## config.mk

```make
export PLATFORM = sky130hd
export DESIGN_NAME = interval_timer_bank_top
export DESIGN_NICKNAME = d
export VERILOG_FILES = /design/src/itb_pkg.sv /design/src/itb_cell.sv /design/src/interval_timer_bank_top.sv
export SDC_FILE = /design/constraint.sdc
export NUM_CORES = 2
export LEC_CHECK = 0
export ABC_AREA = 1
export BUFFER_PORTS_ARGS = -buffer_cell sky130_fd_sc_hd__buf_2
export CAP_MARGIN = 40
export CELL_PAD_IN_SITES_DETAIL_PLACEMENT = 2
export CELL_PAD_IN_SITES_GLOBAL_PLACEMENT = 2
export CORE_AREA = 2 2 412 414
export DETAILED_ROUTE_END_ITERATION = 8
export DIE_AREA = 0 0 414 416
export PLACE_DENSITY = 0.83
export SYNTH_ARGS = -nofsm -noshare
export SYNTH_HDL_FRONTEND = slang
export SYNTH_SLANG_ARGS = --single-unit
```

## constraint.sdc

```tcl
create_clock -name clk -period 85.9 [get_ports clk]
set_clock_uncertainty 0.2 [all_clocks]
set_input_delay 17.18 -clock clk [delete_from_list [all_inputs] [get_ports clk]]
set_output_delay 17.18 -clock clk [all_outputs]
set_load 0.01 [all_outputs]
```

## src/itb_pkg.sv

```systemverilog
// shared types and constants for the interval timer bank
// no dependencies
package itb_pkg;

    localparam int NUM_TIMERS = 32;
    localparam int TICK_BITS  = 32;
    localparam int IDX_W      = 6;
    localparam int CNT_W      = $clog2(NUM_TIMERS + 1);

    typedef logic [TICK_BITS-1:0] tick_t;

    typedef enum logic [3:0] {
        OP_ADD     = 4'd0,
        OP_TICK    = 4'd1,
        OP_POLL    = 4'd2,
        OP_ENABLE  = 4'd3,
        OP_DISABLE = 4'd4,
        OP_SETIVL  = 4'd5,
        OP_ADVANCE = 4'd6,
        OP_RESTART = 4'd7,
        OP_QUERY   = 4'd8
    } op_t;

    localparam logic [1:0] ST_OK   = 2'd0;
    localparam logic [1:0] ST_FULL = 2'd1;
    localparam logic [1:0] ST_IDX  = 2'd2;

    // one timer entry, handed cell to cell around the ring
    typedef struct packed {
        tick_t start;
        tick_t period;
        logic  en;
        logic  intr;
        logic  restart;
    } entry_t;

    // per-cycle control given to each cell
    typedef struct packed {
        logic  shift;
        logic  load;
        tick_t now;
        entry_t load_word;
    } cell_ctl_t;

    function automatic logic expired(input entry_t e, input tick_t now);
        tick_t d;
        d = now - e.start + tick_t'(1);
        return e.period < d;
    endfunction

endpackage

```

## src/itb_cell.sv

```systemverilog
// one timer cell of the rotating ring
// depends on itb_pkg
module itb_cell
    import itb_pkg::*;
(
    input  logic      clk,
    input  cell_ctl_t ctl,
    input  entry_t    prev,
    output entry_t    cur
);

    entry_t entry_reg;

    // rotate or take a new word; payload needs no reset
    always_ff @(posedge clk)
    begin
        if (ctl.load)
        begin
            entry_reg <= ctl.load_word;
        end
        else if (ctl.shift)
        begin
            entry_reg <= prev;
        end
    end

    assign cur = entry_reg;

endmodule

```

## src/interval_timer_bank_top.sv

```systemverilog
// top level of the interval timer bank: ring of cells plus sequencer
// depends on itb_pkg, itb_cell
//
// Usage: drive a command word on the input ports and raise start while busy
// is low; the word is taken at that edge. Each result word appears for one
// cycle marked by out_valid; last marks the final word of a command.
// The timers sit in a ring of NUM_TIMERS cells that turns by one position a
// cycle while a command is served. Every command rotates the ring once
// around, and the next command is accepted only after that. Cell 0 is the
// head, where the addressed or scanned slot is read and rewritten.
// A scan emits one word per fired timer in index order; each fired word is
// held back until the next one is found or the scan ends, so that last can
// be set. A scan with nothing fired emits no word. Other commands up to
// OP_QUERY emit their single word at the end of the rotation; unknown codes
// emit no word.
// Reset clears the tick counter, the slot count and the sequencer; timer
// contents are undefined until added. The receiver cannot stall.
module interval_timer_bank_top
    import itb_pkg::*;
(
    input  logic        clk,
    input  logic        rst_n,
    input  logic        start,
    output logic        busy,
    input  logic [3:0]  operation,
    input  logic [5:0]  timer_index,
    input  logic [31:0] interval_ticks,
    input  logic        irq_class,
    input  logic        auto_restart,
    input  logic        start_enabled,
    output logic        out_valid,
    output logic [1:0]  status,
    output logic [5:0]  slot,
    output logic        fired,
    output logic        expired_now,
    output logic [31:0] remaining_ticks,
    output logic        last
);

    localparam int POS_W = $clog2(NUM_TIMERS);

    typedef enum logic [1:0] {
        S_IDLE = 2'b01,
        S_RUN  = 2'b10
    } state_t;

    state_t state_reg, state_next;
    tick_t  count_reg, count_next;
    logic [CNT_W-1:0] used_reg, used_next;
    logic [POS_W-1:0] pos_reg, pos_next;
    logic [3:0]  op_reg;
    logic [5:0]  idx_reg;
    tick_t       ivl_reg;
    logic        intr_reg, ar_reg, en_reg;

    // output register
    logic        ov_next;
    logic [1:0]  st_next;
    logic [5:0]  sl_reg, sl_next;
    logic        fi_next;
    logic        ex_reg, ex_next;
    tick_t       rm_reg, rm_next;
    logic        la_next;

    cell_ctl_t ctl [NUM_TIMERS];
    entry_t    cur [NUM_TIMERS];
    entry_t    head_new;
    logic      head_wr;

    // ring of cells; cell i takes from cell i+1, the tail from the rewrite path
    genvar g;
    generate
        for (g = 0; g < NUM_TIMERS; g++)
        begin : g_cell
            itb_cell u_cell (
                .clk  (clk),
                .ctl  (ctl[g]),
                .prev (cur[(g + 1) % NUM_TIMERS]),
                .cur  (cur[g])
            );
        end
    endgenerate

    logic running, head_used, last_step, hit, scan_op, addr_op, idx_ok;
    assign running   = (state_reg == S_RUN);
    assign head_used = ({{(CNT_W-POS_W){1'b0}}, pos_reg} < used_reg);
    assign last_step = (pos_reg == POS_W'(NUM_TIMERS - 1));
    assign scan_op   = (op_reg == OP_TICK) || (op_reg == OP_POLL);
    assign addr_op   = (op_reg >= OP_ENABLE) && (op_reg <= OP_QUERY);
    assign idx_ok    = ({1'b0, idx_reg} < 7'(used_reg));
    assign hit       = ({{(IDX_W-POS_W){1'b0}}, pos_reg} == idx_reg);

    // head rewrite: the head cell's entry is modified as it wraps to the tail
    always_comb
    begin
        head_new = cur[0];
        head_wr  = 1'b0;
        if (running && scan_op && head_used)
        begin
            if ((cur[0].intr == (op_reg == OP_TICK)) && cur[0].en
                && expired(cur[0], count_reg) && cur[0].restart)
            begin
                head_new.start = count_reg;
            end
        end
        else if (running && addr_op && idx_ok && hit)
        begin
            case (op_reg)
                OP_ENABLE:
                begin
                    head_new.en    = 1'b1;
                    head_new.start = count_reg;
                end
                OP_DISABLE: head_new.en = 1'b0;
                OP_SETIVL:  head_new.period = ivl_reg;
                OP_ADVANCE: head_new.start = cur[0].start + cur[0].period;
                OP_RESTART: head_new.start = count_reg;
                default:    head_new = cur[0];
            endcase
        end
        else if (running && op_reg == OP_ADD && used_reg < CNT_W'(NUM_TIMERS)
                 && {{(CNT_W-POS_W){1'b0}}, pos_reg} == used_reg)
        begin
            head_new.start   = count_reg;
            head_new.period  = ivl_reg;
            head_new.en      = en_reg;
            head_new.intr    = intr_reg;
            head_new.restart = ar_reg;
        end
        head_wr = running;
    end

    // cell controls: all rotate; the tail takes the rewritten head
    always_comb
    begin
        for (int i = 0; i < NUM_TIMERS; i++)
        begin
            ctl[i].shift     = running;
            ctl[i].load      = (i == NUM_TIMERS - 1) && head_wr;
            ctl[i].now       = count_reg;
            ctl[i].load_word = head_new;
        end
    end

    // sequencer and result generation
    always_comb
    begin
        logic f;
        state_next = state_reg;
        count_next = count_reg;
        used_next  = used_reg;
        pos_next   = pos_reg;
        ov_next = 1'b0;
        st_next = ST_OK;
        sl_next = '0;
        fi_next = 1'b0;
        ex_next = 1'b0;
        rm_next = '0;
        la_next = 1'b0;
        f = 1'b0;
        unique case (state_reg)
            S_IDLE:
            begin
                if (start)
                begin
                    state_next = S_RUN;
                    pos_next   = '0;
                    if (operation == OP_TICK)
                    begin
                        count_next = count_reg + tick_t'(1);
                    end
                end
            end
            S_RUN:
            begin
                pos_next = pos_reg + POS_W'(1);
                if (scan_op && head_used)
                begin
                    f = (cur[0].intr == (op_reg == OP_TICK)) && cur[0].en
                        && expired(cur[0], count_reg);
                end
                if (addr_op && idx_ok && hit && op_reg == OP_QUERY)
                begin
                    ex_next = expired(cur[0], count_reg);
                    rm_next = cur[0].start + cur[0].period - count_reg;
                end
                if (last_step)
                begin
                    state_next = S_IDLE;
                end
                // scan word from the head; last is set when the held word is flushed
                if (f)
                begin
                    ov_next = 1'b1;
                    fi_next = 1'b1;
                    sl_next = IDX_W'(pos_reg);
                end
                else if (last_step && !scan_op && op_reg <= OP_QUERY)
                begin
                    ov_next = 1'b1;
                    la_next = 1'b1;
                    if (op_reg == OP_ADD)
                    begin
                        if (used_reg >= CNT_W'(NUM_TIMERS))
                        begin
                            st_next = ST_FULL;
                        end
                        else
                        begin
                            sl_next   = IDX_W'(used_reg);
                            used_next = used_reg + CNT_W'(1);
                        end
                    end
                    else
                    begin
                        sl_next = idx_reg;
                        if (!idx_ok)
                        begin
                            st_next = ST_IDX;
                            ex_next = 1'b0;
                            rm_next = '0;
                        end
                        else if (op_reg == OP_QUERY && !hit)
                        begin
                            ex_next = ex_reg;
                            rm_next = rm_reg;
                        end
                    end
                end
                if (!(last_step && !scan_op) && !f && op_reg == OP_QUERY)
                begin
                    if (addr_op && idx_ok && hit)
                    begin
                        // hold captured query values in the output register
                    end
                    else
                    begin
                        ex_next = ex_reg;
                        rm_next = rm_reg;
                    end
                end
            end
            default:
            begin
                state_next = S_IDLE;
            end
        endcase
    end

    // scan words are delayed one stage so last can be set on the final one
    logic        sv_reg;
    logic [5:0]  ssl_reg;
    logic        scan_end;
    logic        scan_flush;
    assign scan_end   = running && last_step && scan_op;
    // pending scan word leaves when another follows, the scan ends, or after it
    assign scan_flush = sv_reg && ((ov_next && fi_next) || scan_end || !running);

    always_ff @(posedge clk or negedge rst_n)
    begin
        if (!rst_n)
        begin
            state_reg <= S_IDLE;
            count_reg <= '0;
            used_reg  <= '0;
            pos_reg   <= '0;
            sv_reg    <= 1'b0;
            out_valid <= 1'b0;
        end
        else
        begin
            state_reg <= state_next;
            count_reg <= count_next;
            used_reg  <= used_next;
            pos_reg   <= pos_next;
            if (scan_flush)
            begin
                sv_reg <= ov_next && fi_next;
            end
            else if (ov_next && fi_next && !scan_end)
            begin
                sv_reg <= 1'b1;
            end
            out_valid <= (ov_next && !fi_next) || scan_flush
                         || (scan_end && ov_next && fi_next);
        end
    end

    // payload registers
    always_ff @(posedge clk)
    begin
        if (state_reg == S_IDLE && start)
        begin
            op_reg   <= operation;
            idx_reg  <= timer_index;
            ivl_reg  <= interval_ticks;
            intr_reg <= irq_class;
            ar_reg   <= auto_restart;
            en_reg   <= start_enabled;
        end
        if (ov_next && fi_next)
        begin
            ssl_reg <= sl_next;
        end
        ex_reg <= ex_next;
        rm_reg <= rm_next;
        // choose what shows on the ports next cycle
        if (scan_flush)
        begin
            sl_reg <= ssl_reg;
            status <= ST_OK;
            fired  <= 1'b1;
            expired_now     <= 1'b0;
            remaining_ticks <= '0;
            last   <= !running || (scan_end && !(ov_next && fi_next));
        end
        else if (scan_end && ov_next && fi_next)
        begin
            sl_reg <= sl_next;
            status <= ST_OK;
            fired  <= 1'b1;
            expired_now     <= 1'b0;
            remaining_ticks <= '0;
            last   <= 1'b1;
        end
        else
        begin
            sl_reg <= sl_next;
            status <= st_next;
            fired  <= 1'b0;
            expired_now     <= ex_next;
            remaining_ticks <= rm_next;
            last   <= la_next;
        end
    end

    assign slot = sl_reg;
    assign busy = (state_reg != S_IDLE);

endmodule

```

==> results.cfg, run 1 <==
[outcome]
status = did not finish
stop_stage = detailed placement
error_line = Error: detail_place.tcl, 38 bad optional access

[synthesis]
synth_mux_area_share_pct = 0.435
synth_cell_types = 53
synth-seq-area-share_pct = 85.5
synth_xor_area_share_pct = 1.10
synth_fa_ha_area_share_pct = 2.71
synth_area_mm2 = 0.0802
synth_top_family_by_area = simple AND/OR/NAND/NOR gates
synth_nets = 4623
synth_top_flop_cell = edfxtp_1
synthArstFlopShare_pct = 2.03
ys_seq_elements = 2318
synth_compound_area_share_pct = 4.00
synth-simple-area-share_pct = 4.73
yosysWarnings = 0
avgSynthCellArea_um2 = 18.2
synth-edff-count = 2195
synth_cells = 4403

[place]
io_buffers = 92
gp_congestion = 0.886

[floorplanning]
die_x_um = 414
die_h_um = 416
rows = 151
ios = 93
start_util_pct = 47.7
==> Yosys cell counts, types with 20 or more instances <==
cell	instances	area share [%]
inv_1	240	1.1
a21oi_1	252	1.6
dfrtp_1	46	1.4
nand2_1	567	2.7
edfxtp_1	2195	82
dfxtp_1	76	1.9
clkbuf_1	43	0.20
ha_1	169	2.6
nand3_1	98	0.61
o21ai_0	185	1.2
nor2_1	138	0.65
o22ai_1	20	0.16
nor3_1	39	0.24
xor2_1	80	0.87
xnor2_1	21	0.23
==> kinds of logic after synthesis <==
family,count (synthesis)
flops,2318
compound gates,563
xor+xnor,101
simple gates,908
mux,31
fa+ha+maj,172
buf+inv,310
==> through the flow <==
step | instances | area, um^2 | worst slack, ns
2_1_floorplan | 4403 | 80200 | 18.48
3_3_place_gp | 6684 | 83500 | 66.24
==> inputs of run 2 (changes only) <==
--- a/config.mk
+++ b/config.mk
@@ -8,12 +8,10 @@
 export ABC_AREA = 1
 export BUFFER_PORTS_ARGS = -buffer_cell sky130_fd_sc_hd__buf_2
 export CAP_MARGIN = 40
-export CELL_PAD_IN_SITES_DETAIL_PLACEMENT = 2
-export CELL_PAD_IN_SITES_GLOBAL_PLACEMENT = 2
-export CORE_AREA = 2 2 412 414
+export CORE_AREA = 2 2 482 484
 export DETAILED_ROUTE_END_ITERATION = 8
-export DIE_AREA = 0 0 414 416
-export PLACE_DENSITY = 0.83
+export DIE_AREA = 0 0 484 486
+export PLACE_DENSITY_LB_ADDON = 0.15
 export SYNTH_ARGS = -nofsm -noshare
 export SYNTH_HDL_FRONTEND = slang
 export SYNTH_SLANG_ARGS = --single-unit
==> run 2 against run 1 <==
  * The flow now finishes without violations
  * Synthesized area stayed put
  * Synthesized cell count is the same
==> results.cfg, run 2 <==
[critical_path]
end_kind = output pin
path_max_fanout = 3
crit_type = reg -> out
startpoint_type = flip-flop
cp_data_required_time_ns = 68.52
critPathArrivalTime_ns = 1.58

[global_routing]
grt_max_degree = 198
grt.total_usage_pct = 12.3
grt_pass1_wl_um = 223000
antenna_found_initial = 18
grt_overflow = 0
grt_pass1_vias = 36100

[synthesis]
synth_top_flop_cell = edfxtp_1
synthArstFlopShare_pct = 2.03
yosysTopAreaCellShare_pct = 82.2
synth_cells = 4403
synth-seq-area-share_pct = 85.5
ys_seq_elements = 2318
synth_area_leaders = edfxtp_1 82%, nand2_1 2.7%, ha_1 2.6%
yosysWarnings = 0
synth_area_mm2 = 0.0802
synth_nets = 4623
synth-edff-count = 2195
avgSynthCellArea_um2 = 18.2
synth_cell_types = 53
ys_top_cells_by_count = 2195 x edfxtp_1, 567 x nand2_1, 252 x a21oi_1
synth_top_cell_by_area = edfxtp_1
yosysMostFrequentCell = edfxtp_1

[cts]
cts_sinks = 2318
clkTransAtPathRegs_ns = 0.06
holdBufCountCts = 0
post_cts_buffers = 0
cts_resized = 0
cts_made_buffers = 227
clockBufferDepth = 3
htree_levels = 4
tritoncts = built
clock_latency_ns = 0.85
cts_root_buf = clkbuf_16

[finish]
num-nets-final = 4938
largest_reg_flops = 2144
syn_to_final_growth_pct = 15.1
fill_cells = 20700
drive_gt1_share_pct = 11.1
fin_util_pct = 40.2
final_common_cell = edfxtp_1
final_cell_mix = 2195 x edfxtp_1, 567 x nand2_1, 252 x a21oi_1

[power_and_ir_drop]
seqPwrFrac_pct = 54.5
ir_worst_vdd_uv = 21.2
p_leak_nw = 31.4
p_sw_mw = 0.770
power_density_mw_per_mm2 = 31.9
p_clk_share_pct = 32.2
power_frac_comb_pct = 13.2
swShare_pct = 26.1
internal_power_mw = 2.18

[timing]
rsz0062_at_grt = no
final.setup.tns_ns = 0
slew_viol_final = 0
max_freq_ghz = 0.0527
slew-limit-headroom_pct = 25.4
worst_slew_pin_slew_ns = 1.12
finalCriticalPeriod_ns = 18.96
whs_ns = 0.175
period_share_pct = 22.1
timing_hold_violations_final = 0
setup-violations-final = 0

[route]
vias = 36500
ant_nets = 0
dr.first_iter.drc_count = 3357
wire_per_inst_um = 18.5
firstDrtPassIters = 5
via_per_inst = 4.60
drc = 0
wirelength_um = 147000

[outcome]
status = finished clean

[place]
io_buffers = 92
gp_congestion = 0.851
hpwl_um = 90300

[floorplanning]
rows = 176
die_h_um = 486
core_mm2 = 0.229
start_util_pct = 35.0
die_x_um = 484
die_area_mm2 = 0.235
ios = 93

[worst_hold_path]
hold_class = reg -> reg

[flow_run]
max-cap-violations = 0
[run 2: cell counts after synthesis]
No cell type changed its count.
[run 2: metrics by stage]
stage | cells | total power, mW | instance area, um^2 | setup slack, ns
floorplan | 4403 | 2.53 | 80200 | 18.48
global placement | 7496 | 2.01 | 84600 | 66.26
detailed placement | 7514 | 2.02 | 85000 | 66.22
CTS | 7937 | 3.00 | 92300 | 66.85
global route | 7939 | 3.10 | 92300 | 66.83
finish | 7941 | 2.95 | 92300 | 66.94
[run 2: critical path, cell delays in order (launching register included)]
cell and delay (ns):
dfstp_2 0.57, nand2_1 0.06, buf_2 0.14
[run 2: worst paths after layout]
kind                                           startpoint                   endpoint  slack, ns  depth (start not counted)
worst max-delay path                         state_reg[0]                       busy      66.94                          2
max in group asynchronous                           rst_n              count_reg[10]      68.73                          2
worst min-delay path            g_cell[12].u_cell.cur[41]  g_cell[11].u_cell.cur[41]       0.18                          0
worst max register to register   g_cell[0].u_cell.cur[41]  g_cell[31].u_cell.cur[37]      79.35                         22
worst min register to register  g_cell[12].u_cell.cur[41]  g_cell[11].u_cell.cur[41]       0.18                          0
min in group asynchronous                           rst_n               state_reg[1]      16.26                          2
[run 2: cell families (layout without fill, tap and decap cells)]
family          count (synthesis)  after routing  share of synthesized area (%)
compound gates                563            563                           4.00
other cells                     0              3                              0
fa+ha+maj                     172            172                           2.71
mux                            31             31                          0.435
buf+inv                       310            819                           1.51
simple gates                  908            908                           4.73
flops                        2318           2318                           85.5
xor+xnor                      101            101                           1.10
[run 2: area by class of cell]
| class | instances | area [um^2] | share of cell area (%) |
|---|---|---|---|
| inverter | 245 | 923 | 1.00 |
| timing repair buffer | 151 | 1300 | 1.41 |
| clock inverter | 143 | 1220 | 1.33 |
| antenna | 3 | 7.51 | 0.00813 |
| tap | 3026 | 3790 | 4.10 |
| clock buffer | 280 | 6020 | 6.52 |
| multi-input combinational | 1775 | 10400 | 11.3 |
| sequential | 2318 | 68600 | 74.3 |
[run 2: power groups by stage]
| stage | Clock [mW] | Combinational [mW] | Sequential [mW] |
|---|---|---|---|
| final | 0.949 | 0.390 | 1.61 |
| after global routing | 1.03 | 0.439 | 1.63 |
| after CTS | 0.990 | 0.393 | 1.61 |
| after detailed placement | 0 | 0.392 | 1.63 |
| after global placement | 0 | 0.374 | 1.63 |
| after floorplan | 0 | 0.260 | 2.26 |
[run 2: routing by layer]
metal  GRT usage (%)  vias to the layer above  routed length (um)
met3            2.30                      254                7120
met4            3.93                        0                3850
met5               0                        -                   0
li1                -                    17200                   -
met2            17.4                      806               61400
met1            19.1                    18300               74500
Note: power is estimated with default switching activity, not from simulation.
